$ cat src/hw/rtl/serial_command_frame_receiver_core_macros.svh
// ----------------------------------------------------------------------------
// Assertion macros for the serial command frame receiver
// Wraps concurrent assertions so that synthesis sees empty bodies.
// ----------------------------------------------------------------------------
`ifndef SERIAL_COMMAND_FRAME_RECEIVER_CORE_MACROS_SVH
`define SERIAL_COMMAND_FRAME_RECEIVER_CORE_MACROS_SVH

`ifndef SYNTHESIS
// antecedent in this cycle implies consequent in the same cycle
`define SCFR_ASSERT_NOW(lbl, clk, rst_n, ante, cons) \
  lbl: assert property (@(posedge clk) disable iff (!rst_n) (ante) |-> (cons)) \
    else $error("scfr assertion failed");
// antecedent in this cycle implies consequent in the next cycle
`define SCFR_ASSERT_NEXT(lbl, clk, rst_n, ante, cons) \
  lbl: assert property (@(posedge clk) disable iff (!rst_n) (ante) |=> (cons)) \
    else $error("scfr assertion failed");
// condition holds on every cycle out of reset
`define SCFR_ASSERT_ALWAYS(lbl, clk, rst_n, cond) \
  lbl: assert property (@(posedge clk) disable iff (!rst_n) (cond)) \
    else $error("scfr assertion failed");
`else
`define SCFR_ASSERT_NOW(lbl, clk, rst_n, ante, cons)
`define SCFR_ASSERT_NEXT(lbl, clk, rst_n, ante, cons)
`define SCFR_ASSERT_ALWAYS(lbl, clk, rst_n, cond)
`endif

`endif

$ cat src/hw/rtl/scfr_pkg.sv
// ----------------------------------------------------------------------------
// Serial command frame receiver package
// Frame constants, phase and result codes, result record and CRC-16 step.
// ----------------------------------------------------------------------------
package scfr_pkg;

  localparam logic [7:0]  HdrByte   = 8'hEC;
  localparam logic [7:0]  TailByte  = 8'hBE;
  localparam logic [7:0]  ZeroByte  = 8'h00;
  localparam logic [15:0] CrcPreset = 16'hFFFF;
  localparam logic [15:0] CrcPoly   = 16'hA001;

  // one reflected crc-16 byte step, eight shifts
  function automatic logic [15:0] crc_byte(input logic [15:0] crc, input logic [7:0] b);
    logic [15:0] c;
    c = crc ^ {8'h00, b};
    for (int i = 0; i < 8; i++) begin
      if (c[0]) begin
        c = (c >> 1) ^ CrcPoly;
      end else begin
        c = c >> 1;
      end
    end
    return c;
  endfunction

  // crc after the header byte alone
  localparam logic [15:0] CrcHdr = crc_byte(CrcPreset, HdrByte);

  typedef enum logic [13:0] {
    PhWait = 14'h0001,
    PhLen  = 14'h0002,
    PhNlen = 14'h0004,
    PhTgt  = 14'h0008,
    PhSrc  = 14'h0010,
    PhOp   = 14'h0020,
    PhA3   = 14'h0040,
    PhA2   = 14'h0080,
    PhA1   = 14'h0100,
    PhA0   = 14'h0200,
    PhData = 14'h0400,
    PhCrch = 14'h0800,
    PhCrcl = 14'h1000,
    PhTail = 14'h2000
  } phase_e;

  typedef enum logic [1:0] {
    KindPayload  = 2'd0,
    KindAccepted = 2'd1,
    KindRejected = 2'd2
  } kind_e;

  typedef enum logic [1:0] {
    ReasonNone     = 2'd0,
    ReasonBadTail  = 2'd1,
    ReasonCrc      = 2'd2,
    ReasonNotHere  = 2'd3
  } reason_e;

  typedef struct packed {
    kind_e       kind;
    logic [7:0]  data_byte;
    logic [7:0]  byte_index;
    logic [7:0]  target_id;
    logic [7:0]  source_id;
    logic [7:0]  operation;
    logic [15:0] addr_high;
    logic [15:0] addr_low;
    logic [7:0]  data_length;
    reason_e     reject_reason;
  } result_t;

endpackage

$ cat src/hw/rtl/scfr_parser.sv
// ----------------------------------------------------------------------------
// Frame parser
// Walks the frame phases one byte per enable, keeps the running CRC and
// header fields, and produces at most one result per byte.
// ----------------------------------------------------------------------------
module scfr_parser
  import scfr_pkg::*;
(
  input  logic       clk_i,
  input  logic       rst_ni,
  input  logic       en_i,
  input  logic [7:0] byte_i,
  input  logic [7:0] device_id_i,
  output logic       res_vld_o,
  output result_t    res_o,
  output phase_e     phase_o
);

  phase_e      phase_q, phase_d;
  logic [7:0]  len_q, len_d;
  logic [7:0]  cnt_q, cnt_d;
  logic [7:0]  tgt_q, tgt_d;
  logic [7:0]  src_q, src_d;
  logic [7:0]  op_q, op_d;
  logic [15:0] addr_hi_q, addr_hi_d;
  logic [15:0] addr_lo_q, addr_lo_d;
  logic [15:0] crc_q, crc_d;
  logic [15:0] rx_crc_q, rx_crc_d;

  logic [15:0] crc_base;
  logic [7:0]  crc_in;
  logic [15:0] crc_next;
  logic [8:0]  cnt_inc;
  logic        res_vld;
  reason_e     reason;

  // upper address bytes go into the crc as zero
  assign crc_in   = (phase_q == PhA3 || phase_q == PhA2) ? ZeroByte : byte_i;
  // stored length was really a header: restart the crc from the header
  assign crc_base = (phase_q == PhNlen && len_q != ~byte_i && len_q == HdrByte) ?
                    CrcHdr : crc_q;
  assign crc_next = crc_byte(crc_base, crc_in);
  assign cnt_inc  = {1'b0, cnt_q} + 9'd1;

  always_comb begin
    phase_d   = phase_q;
    len_d     = len_q;
    cnt_d     = cnt_q;
    tgt_d     = tgt_q;
    src_d     = src_q;
    op_d      = op_q;
    addr_hi_d = addr_hi_q;
    addr_lo_d = addr_lo_q;
    crc_d     = crc_q;
    rx_crc_d  = rx_crc_q;
    res_vld   = 1'b0;
    reason    = ReasonNone;

    res_o.kind          = KindPayload;
    res_o.data_byte     = ZeroByte;
    res_o.byte_index    = ZeroByte;
    res_o.target_id     = tgt_q;
    res_o.source_id     = src_q;
    res_o.operation     = op_q;
    res_o.addr_high     = addr_hi_q;
    res_o.addr_low      = addr_lo_q;
    res_o.data_length   = len_q;
    res_o.reject_reason = ReasonNone;

    unique case (phase_q)
      PhLen: begin
        len_d   = byte_i;
        crc_d   = crc_next;
        phase_d = PhNlen;
      end
      PhNlen: begin
        if (len_q == ~byte_i) begin
          crc_d   = crc_next;
          phase_d = PhTgt;
        end else if (len_q == HdrByte) begin
          // stored length was really a header: resync on this byte
          len_d    = byte_i;
          crc_d    = crc_next;
          phase_d  = PhNlen;
        end else if (byte_i == HdrByte) begin
          crc_d   = CrcHdr;
          phase_d = PhLen;
        end else begin
          phase_d = PhWait;
        end
      end
      PhTgt: begin
        tgt_d   = byte_i;
        crc_d   = crc_next;
        phase_d = PhSrc;
      end
      PhSrc: begin
        src_d   = byte_i;
        crc_d   = crc_next;
        phase_d = PhOp;
      end
      PhOp: begin
        op_d    = byte_i;
        crc_d   = crc_next;
        phase_d = PhA3;
      end
      PhA3: begin
        addr_hi_d = {8'h00, byte_i};
        crc_d     = crc_next;
        phase_d   = PhA2;
      end
      PhA2: begin
        addr_hi_d = {addr_hi_q[7:0], byte_i};
        crc_d     = crc_next;
        phase_d   = PhA1;
      end
      PhA1: begin
        addr_lo_d = {8'h00, byte_i};
        crc_d     = crc_next;
        phase_d   = PhA0;
      end
      PhA0: begin
        addr_lo_d = {addr_lo_q[7:0], byte_i};
        crc_d     = crc_next;
        if (len_q != ZeroByte) begin
          cnt_d   = ZeroByte;
          phase_d = PhData;
        end else begin
          phase_d = PhCrch;
        end
      end
      PhData: begin
        cnt_d = cnt_inc[7:0];
        // also ends on counter wrap
        if (cnt_inc >= {1'b0, len_q}) begin
          phase_d = PhCrch;
        end
        crc_d            = crc_next;
        res_vld          = 1'b1;
        res_o.data_byte  = byte_i;
        res_o.byte_index = cnt_q;
      end
      PhCrch: begin
        rx_crc_d = {8'h00, byte_i};
        phase_d  = PhCrcl;
      end
      PhCrcl: begin
        rx_crc_d = {rx_crc_q[7:0], byte_i};
        phase_d  = PhTail;
      end
      PhTail: begin
        phase_d = PhWait;
        if (byte_i != TailByte) begin
          reason = ReasonBadTail;
        end else if (rx_crc_q != crc_q) begin
          reason = ReasonCrc;
        end else if (tgt_q != device_id_i && tgt_q != ZeroByte) begin
          reason = ReasonNotHere;
        end else begin
          reason = ReasonNone;
        end
        res_vld             = 1'b1;
        res_o.kind          = (reason == ReasonNone) ? KindAccepted : KindRejected;
        res_o.reject_reason = reason;
      end
      default: begin
        phase_d = PhWait;
        if (byte_i == HdrByte) begin
          crc_d   = CrcHdr;
          phase_d = PhLen;
        end
      end
    endcase
  end

  always_ff @(posedge clk_i or negedge rst_ni) begin
    if (!rst_ni) begin
      phase_q   <= PhWait;
      len_q     <= '0;
      cnt_q     <= '0;
      tgt_q     <= '0;
      src_q     <= '0;
      op_q      <= '0;
      addr_hi_q <= '0;
      addr_lo_q <= '0;
      crc_q     <= '0;
      rx_crc_q  <= '0;
    end else if (en_i) begin
      phase_q   <= phase_d;
      len_q     <= len_d;
      cnt_q     <= cnt_d;
      tgt_q     <= tgt_d;
      src_q     <= src_d;
      op_q      <= op_d;
      addr_hi_q <= addr_hi_d;
      addr_lo_q <= addr_lo_d;
      crc_q     <= crc_d;
      rx_crc_q  <= rx_crc_d;
    end
  end

  assign res_vld_o = en_i & res_vld;
  assign phase_o   = phase_q;

endmodule

$ cat src/hw/rtl/serial_command_frame_receiver_core.sv
// ----------------------------------------------------------------------------
// Serial command frame receiver core
// Parses 0xEC ... 0xBE command frames from a byte stream, passes payload
// bytes on and reports each frame as accepted or rejected.
// ----------------------------------------------------------------------------
// Takes one received byte per cycle on the slave stream and keeps that rate
// indefinitely while the master side takes results. Each byte goes through
// an input register and one pass of parse logic (phase update plus a single
// byte-wide CRC-16 step) into the result register, whose contents drive the
// master stream tvalid and tdata; header bytes give no result, each
// payload byte gives one, the tail byte gives the accept or reject word. A
// stalled master side holds the result register and backs up into the input
// register before tready drops. device_id is written over the cfg channel,
// which is always ready, and should only change between frames.
module serial_command_frame_receiver_core
  import scfr_pkg::*;
(
  input  logic        clk_i,
  input  logic        rst_ni,
  input  logic        cfg_valid_i,
  output logic        cfg_ready_o,
  input  logic [7:0]  cfg_data_i,     // device_id
  input  logic        s_axis_tvalid,
  output logic        s_axis_tready,
  input  logic [7:0]  s_axis_tdata,   // rx_byte
  output logic        m_axis_tvalid,
  input  logic        m_axis_tready,
  // data_byte, byte_index, target_id, source_id, operation, addr_high,
  // addr_low, data_length, reject_reason, zero pad
  output logic [87:0] m_axis_tdata,
  output logic [1:0]  m_axis_tuser    // kind
);

  `include "serial_command_frame_receiver_core_macros.svh"

  logic [7:0] dev_id_q;
  logic       in_vld_q;
  logic [7:0] in_byte_q;
  logic       out_vld_q;
  result_t    out_q;

  logic       adv;
  logic       proc;
  logic       res_vld;
  result_t    res;
  phase_e     phase;

  assign cfg_ready_o = 1'b1;

  always_ff @(posedge clk_i or negedge rst_ni) begin
    if (!rst_ni) begin
      dev_id_q <= 8'd1;
    end else if (cfg_valid_i) begin
      dev_id_q <= cfg_data_i;
    end
  end

  // result register free or being emptied this cycle
  assign adv           = !out_vld_q || m_axis_tready;
  assign proc          = in_vld_q && adv;
  assign s_axis_tready = !in_vld_q || adv;

  always_ff @(posedge clk_i or negedge rst_ni) begin
    if (!rst_ni) begin
      in_vld_q <= 1'b0;
    end else if (s_axis_tready) begin
      in_vld_q <= s_axis_tvalid;
    end
  end

  always_ff @(posedge clk_i) begin
    if (s_axis_tready && s_axis_tvalid) begin
      in_byte_q <= s_axis_tdata;
    end
  end

  scfr_parser u_parser (
    .clk_i       (clk_i),
    .rst_ni      (rst_ni),
    .en_i        (proc),
    .byte_i      (in_byte_q),
    .device_id_i (dev_id_q),
    .res_vld_o   (res_vld),
    .res_o       (res),
    .phase_o     (phase)
  );

  always_ff @(posedge clk_i or negedge rst_ni) begin
    if (!rst_ni) begin
      out_vld_q <= 1'b0;
    end else if (adv) begin
      out_vld_q <= res_vld;
    end
  end

  always_ff @(posedge clk_i) begin
    if (res_vld) begin
      out_q <= res;
    end
  end

  assign m_axis_tvalid = out_vld_q;
  assign m_axis_tuser  = out_q.kind;
  assign m_axis_tdata  = {6'b0, out_q.reject_reason, out_q.data_length, out_q.addr_low,
                          out_q.addr_high, out_q.operation, out_q.source_id,
                          out_q.target_id, out_q.byte_index, out_q.data_byte};

  `SCFR_ASSERT_ALWAYS(a_phase_onehot, clk_i, rst_ni, $onehot(phase))
  `SCFR_ASSERT_NOW(a_reason_matches_kind, clk_i, rst_ni, out_vld_q,
    ((out_q.kind == KindRejected) == (out_q.reject_reason != ReasonNone)))
  `SCFR_ASSERT_NEXT(a_input_held, clk_i, rst_ni, in_vld_q && !adv,
    in_vld_q && $stable(in_byte_q))
  `SCFR_ASSERT_NOW(a_result_only_from_payload_or_tail, clk_i, rst_ni, res_vld,
    (phase == PhData) || (phase == PhTail))

endmodule

$ cat config.mk
export PLATFORM = sky130hd
export DESIGN_NAME = serial_command_frame_receiver_core
export DESIGN_NICKNAME = d
export VERILOG_FILES = /design/src/hw/rtl/scfr_pkg.sv /design/src/hw/rtl/scfr_parser.sv /design/src/hw/rtl/serial_command_frame_receiver_core.sv
export VERILOG_INCLUDE_DIRS = /design/src /design/src/hw/rtl
export SDC_FILE = /design/constraint.sdc
export NUM_CORES = 1
export LEC_CHECK = 0
export BUFFER_PORTS_ARGS = -buffer_cell sky130_fd_sc_hd__buf_4
export CORE_MARGIN = 1.5
export CORE_UTILIZATION = 38
export DETAILED_ROUTE_END_ITERATION = 8
export PLACE_DENSITY_LB_ADDON = 0.2
export SYNTH_ARGS = -nofsm -noshare
export SYNTH_HDL_FRONTEND = slang
export SYNTH_SLANG_ARGS = --single-unit
$ cat constraint.sdc
create_clock -name clk_i -period 12.3 [get_ports clk_i]
set_input_delay 1.23 -clock clk_i [delete_from_list [all_inputs] [get_ports clk_i]]
set_output_delay 1.23 -clock clk_i [all_outputs]
set_load 0.05 [all_outputs]
==> metrics.md <==
| Metric | Value |
|---|---|
| Crit. Startpoint | u_parser.phase_o[9] |
| P_leak | between 4 and 5 nW |
| Setup bufs post-CTS | 0 |
| Gr ovfl total | 0 |
| CTS-repair resized insts | 0 |
| Skew final | 0.02164 ns |
| Number of top-level pins | between 100 and 150 |
| Initial core utilization | just under 40% |
| CTS H-tree depth | 1 |
| DR iter-0 viols | roughly 330 |
| GR Util All Layers | around 16% |
| CTS root buf | clkbuf_16 |
| Final Setup Violations | 0 |
| Dpl hpwl | ~13000 um |
| Internal power | 1.283 mW |
| Total clock sinks | between 200 and 250 |
| CP required | about 13 ns |
| Worst slew margin | 19.34% |
| Final hold viol count | 0 |
| Die area | between 0.02 and 0.03 mm^2 |
| GP Congestion | around 0.85 |
| Avg WL per Cell | roughly 17 um |
| Maximum vdd ir drop | 0.00009229 V |
| First-pass GRT wire length | approximately 32000 um |
| Number of max-cap violations | 0 |
| Crit-path max cell delay | around 0.73 ns |
| Synth area leader | dfrtp_1 |
| Fmax achieved | 277.4 MHz |
| Final nets | about 860 |
| # DRC | 0 |
| Input/output buffers | between 100 and 150 |
| RSZ-0062 raised after global routing | false |
| Core Area | around 0.024 mm^2 |
| Synth top area share | between 30% and 40% |
| Sw Share | 22.43% |
| Fin crit period | 3.605 ns |
| Antenna cells | 0 |
| Number of global-route vias before repair | about 5700 |
| Die W | about 160 um |
| Worst Path Arrival | 3.98 ns |
| Net switching power | approximately 0.37 mW |
| Post-synthesis cell count | 727 |
| Sequential fraction of the synthesis area | 63.49% |
| Nature of the critical path endpoint | flop |
| Pin count of the biggest net entering global routing | 85 |
| Syn. warnings | 0 |
| Number of core rows | 57 |
| Kind of critical path | reg2reg |
| CTS tree | yes |
| Commonest non-fill, non-tap cell in the layout | dfrtp_1 |
| Clock buffer depth | 3 |
| Ys async rst share | roughly three fifths |
| CTS Hold Bufs | 0 |
| Antenna Nets Post-Route | 0 |
| Synth top area cells | dfrtp_1, edfxtp_1, mux2_2, xnor2_1, nand2_1 |
| Post-layout instance area | between 0.01 and 0.015 mm^2 |
| HP Start | u_parser.src_q[6] |
| Initial antenna violation count | 0 |
| Delay-heaviest family, CP | XOR/XNOR gates |
| Unique cell type count in the Yosys netlist | 53 |
| Startpoint types | flop |
| Share of layout cells above drive strength 1 | a little over a quarter |
| Crit-path cells | nor3_1, nand4_1, a211oi_4, nor2_1, xnor2_2, xnor2_1, xor3_1, xnor2_1, o22ai_1 |
| Mapped cell area | 0.009400 mm^2 |
| Drt first pass iters | 5 |
| Crit share post-route | 29.31% |
| Clk Latency, worst-skew pair | between 0.5 and 0.6 ns |
| DR vias | slightly below 6000 |
| Slowest cell on crit path | a211oi_4 |
| Most frequent cells in the layout | dfrtp_1, buf_4, edfxtp_1, nand2_1, mux2_2 |
| WL final | 20180 um |
| Reg2reg start | u_parser.phase_o[9] |
| Synthesis-to-layout area growth | 20.86% |
| CP Max Fanout | 17 |
| Die H | about 160 um |
| Clock-pin slew on the worst setup and hold paths | 0.06 ns |
| PD cells | 145.6 mW/mm^2 |
| Gate power share | slightly below 7% |
| Post-DP Area | approximately 0.011 mm^2 |
| Worst hold path class | reg2reg |
| Part of the power in registers | between 40% and 50% |
| Clk pwr share | ~45% |
| Count of final max-slew check failures | 0 |
| Top FF cell, synth | dfrtp_1 |
| Worst-Margin Slew | between 1 and 1.5 ns |
| Post-synth EDFFs | between 90 and 100 |
| Worst path most repeated cell | xnor2_1 |
| Flops & latches, synth | 220 |
| Drt via density | roughly 5 |
| TritonCTS Buffers | 24 |
| CP Buf/Inv Count | 0 |
| Status | finished clean |
| Setup TNS | 0 ns |
| Avg Inst Size Synth | 12.93 um^2 |
cells by family after synthesis:
group / synth area share (%)
buffers and inverters: 2.755
other: 0.07989
XOR/XNOR: 7.321
adder cells (fa/ha/maj): 1.198
AND/OR/NAND/NOR: 10.85
flip-flops: 63.49
multiplexers: 7.547
AO/OA/AOI/OAI: 6.762
cells in the mapped netlist, drive strengths merged (4+ instances only):
cell and instances:
nor4 9, edfxtp 92, o21ai 18, buf 10, nand2b 4, mux2 63
a21oi 12, o21a 7, nor3 10, inv 20, ha 9, and3 5
or4 4, o22a 4, and2 18, o22ai 6, o21bai 4, xor2 22
clkbuf 31, a22o 24, xnor2 53, nand3 11, nand2 71, nor2 46
dfrtp 126, nand4 13
per-stage QoR:
stage               setup slack [ns]  instances  power (mW)  utilization [%]  hold slack (ns)
floorplan                      8.312        732      0.8902                -           0.4211
global placement               8.848       1131      0.9228            43.30           0.4270
detailed placement             8.801       1131      0.9240            43.30           0.4308
CTS                            8.752       1175       1.674            46.72           0.4453
global route                   8.407       1175       1.717            46.72           0.4495
finish                         8.695       1175       1.654            46.72           0.4404
state kept, by name (all words and copies together) (netlist names):
name	count
m_axis_tdata	82
u_parser.op_q	8
m_axis_tvalid	1
u_parser.addr_hi_q	16
in_vld_q	1
u_parser.tgt_q	8
u_parser.rx_crc_q	16
u_parser.phase_o	14
m_axis_tuser	2
u_parser.crc_q	16
dev_id_q	8
u_parser.addr_lo_q	16
u_parser.src_q	8
in_byte_q	8
u_parser.len_q	8
u_parser.cnt_q	8
per-layer routing:
| layer | wire [um] | vias up | global-route usage, % |
|---|---|---|---|
| met5 | 0 | - | 0 |
| met1 | 9421 | 2898 | 22.66 |
| met3 | 955 | 37 | 2.442 |
| met2 | 9392 | 156 | 25.97 |
| li1 | - | 2776 | - |
| met4 | 413 | 0 | 3.908 |
area by class of cell:
class                      count  area [um^2]
sequential                   220         5968
timing repair buffer         116        870.8
clock buffer                  28        625.6
inverter                      20        76.32
tap                          324        405.4
clock inverter                16        203.9
multi-input combinational    451         3211
fill                        2215        12960
final timing paths:
path                       depth (start not counted)           endpoint  slack [ns]
min in group asynchronous                          1  u_parser.cnt_q[3]        0.77
setup / recovery                                   9  u_parser.crc_q[0]        8.70
setup reg to reg                                   9  u_parser.crc_q[0]        8.70
hold / removal                                     0   m_axis_tdata[30]        0.44
hold reg to reg                                    0   m_axis_tdata[30]        0.44
max in group asynchronous                          2  u_parser.tgt_q[3]       10.05
power groups by stage:
| stage | combinational [mW] | clock, mW | sequential (mW) |
|---|---|---|---|
| after floorplan | 0.0865 | 0 | 0.804 |
| after global placement | 0.113 | 0 | 0.810 |
| after detailed placement | 0.114 | 0 | 0.810 |
| after CTS | 0.114 | 0.763 | 0.796 |
| after global routing | 0.126 | 0.794 | 0.797 |
| final | 0.113 | 0.745 | 0.796 |
Power figures use the tool's default switching activity.
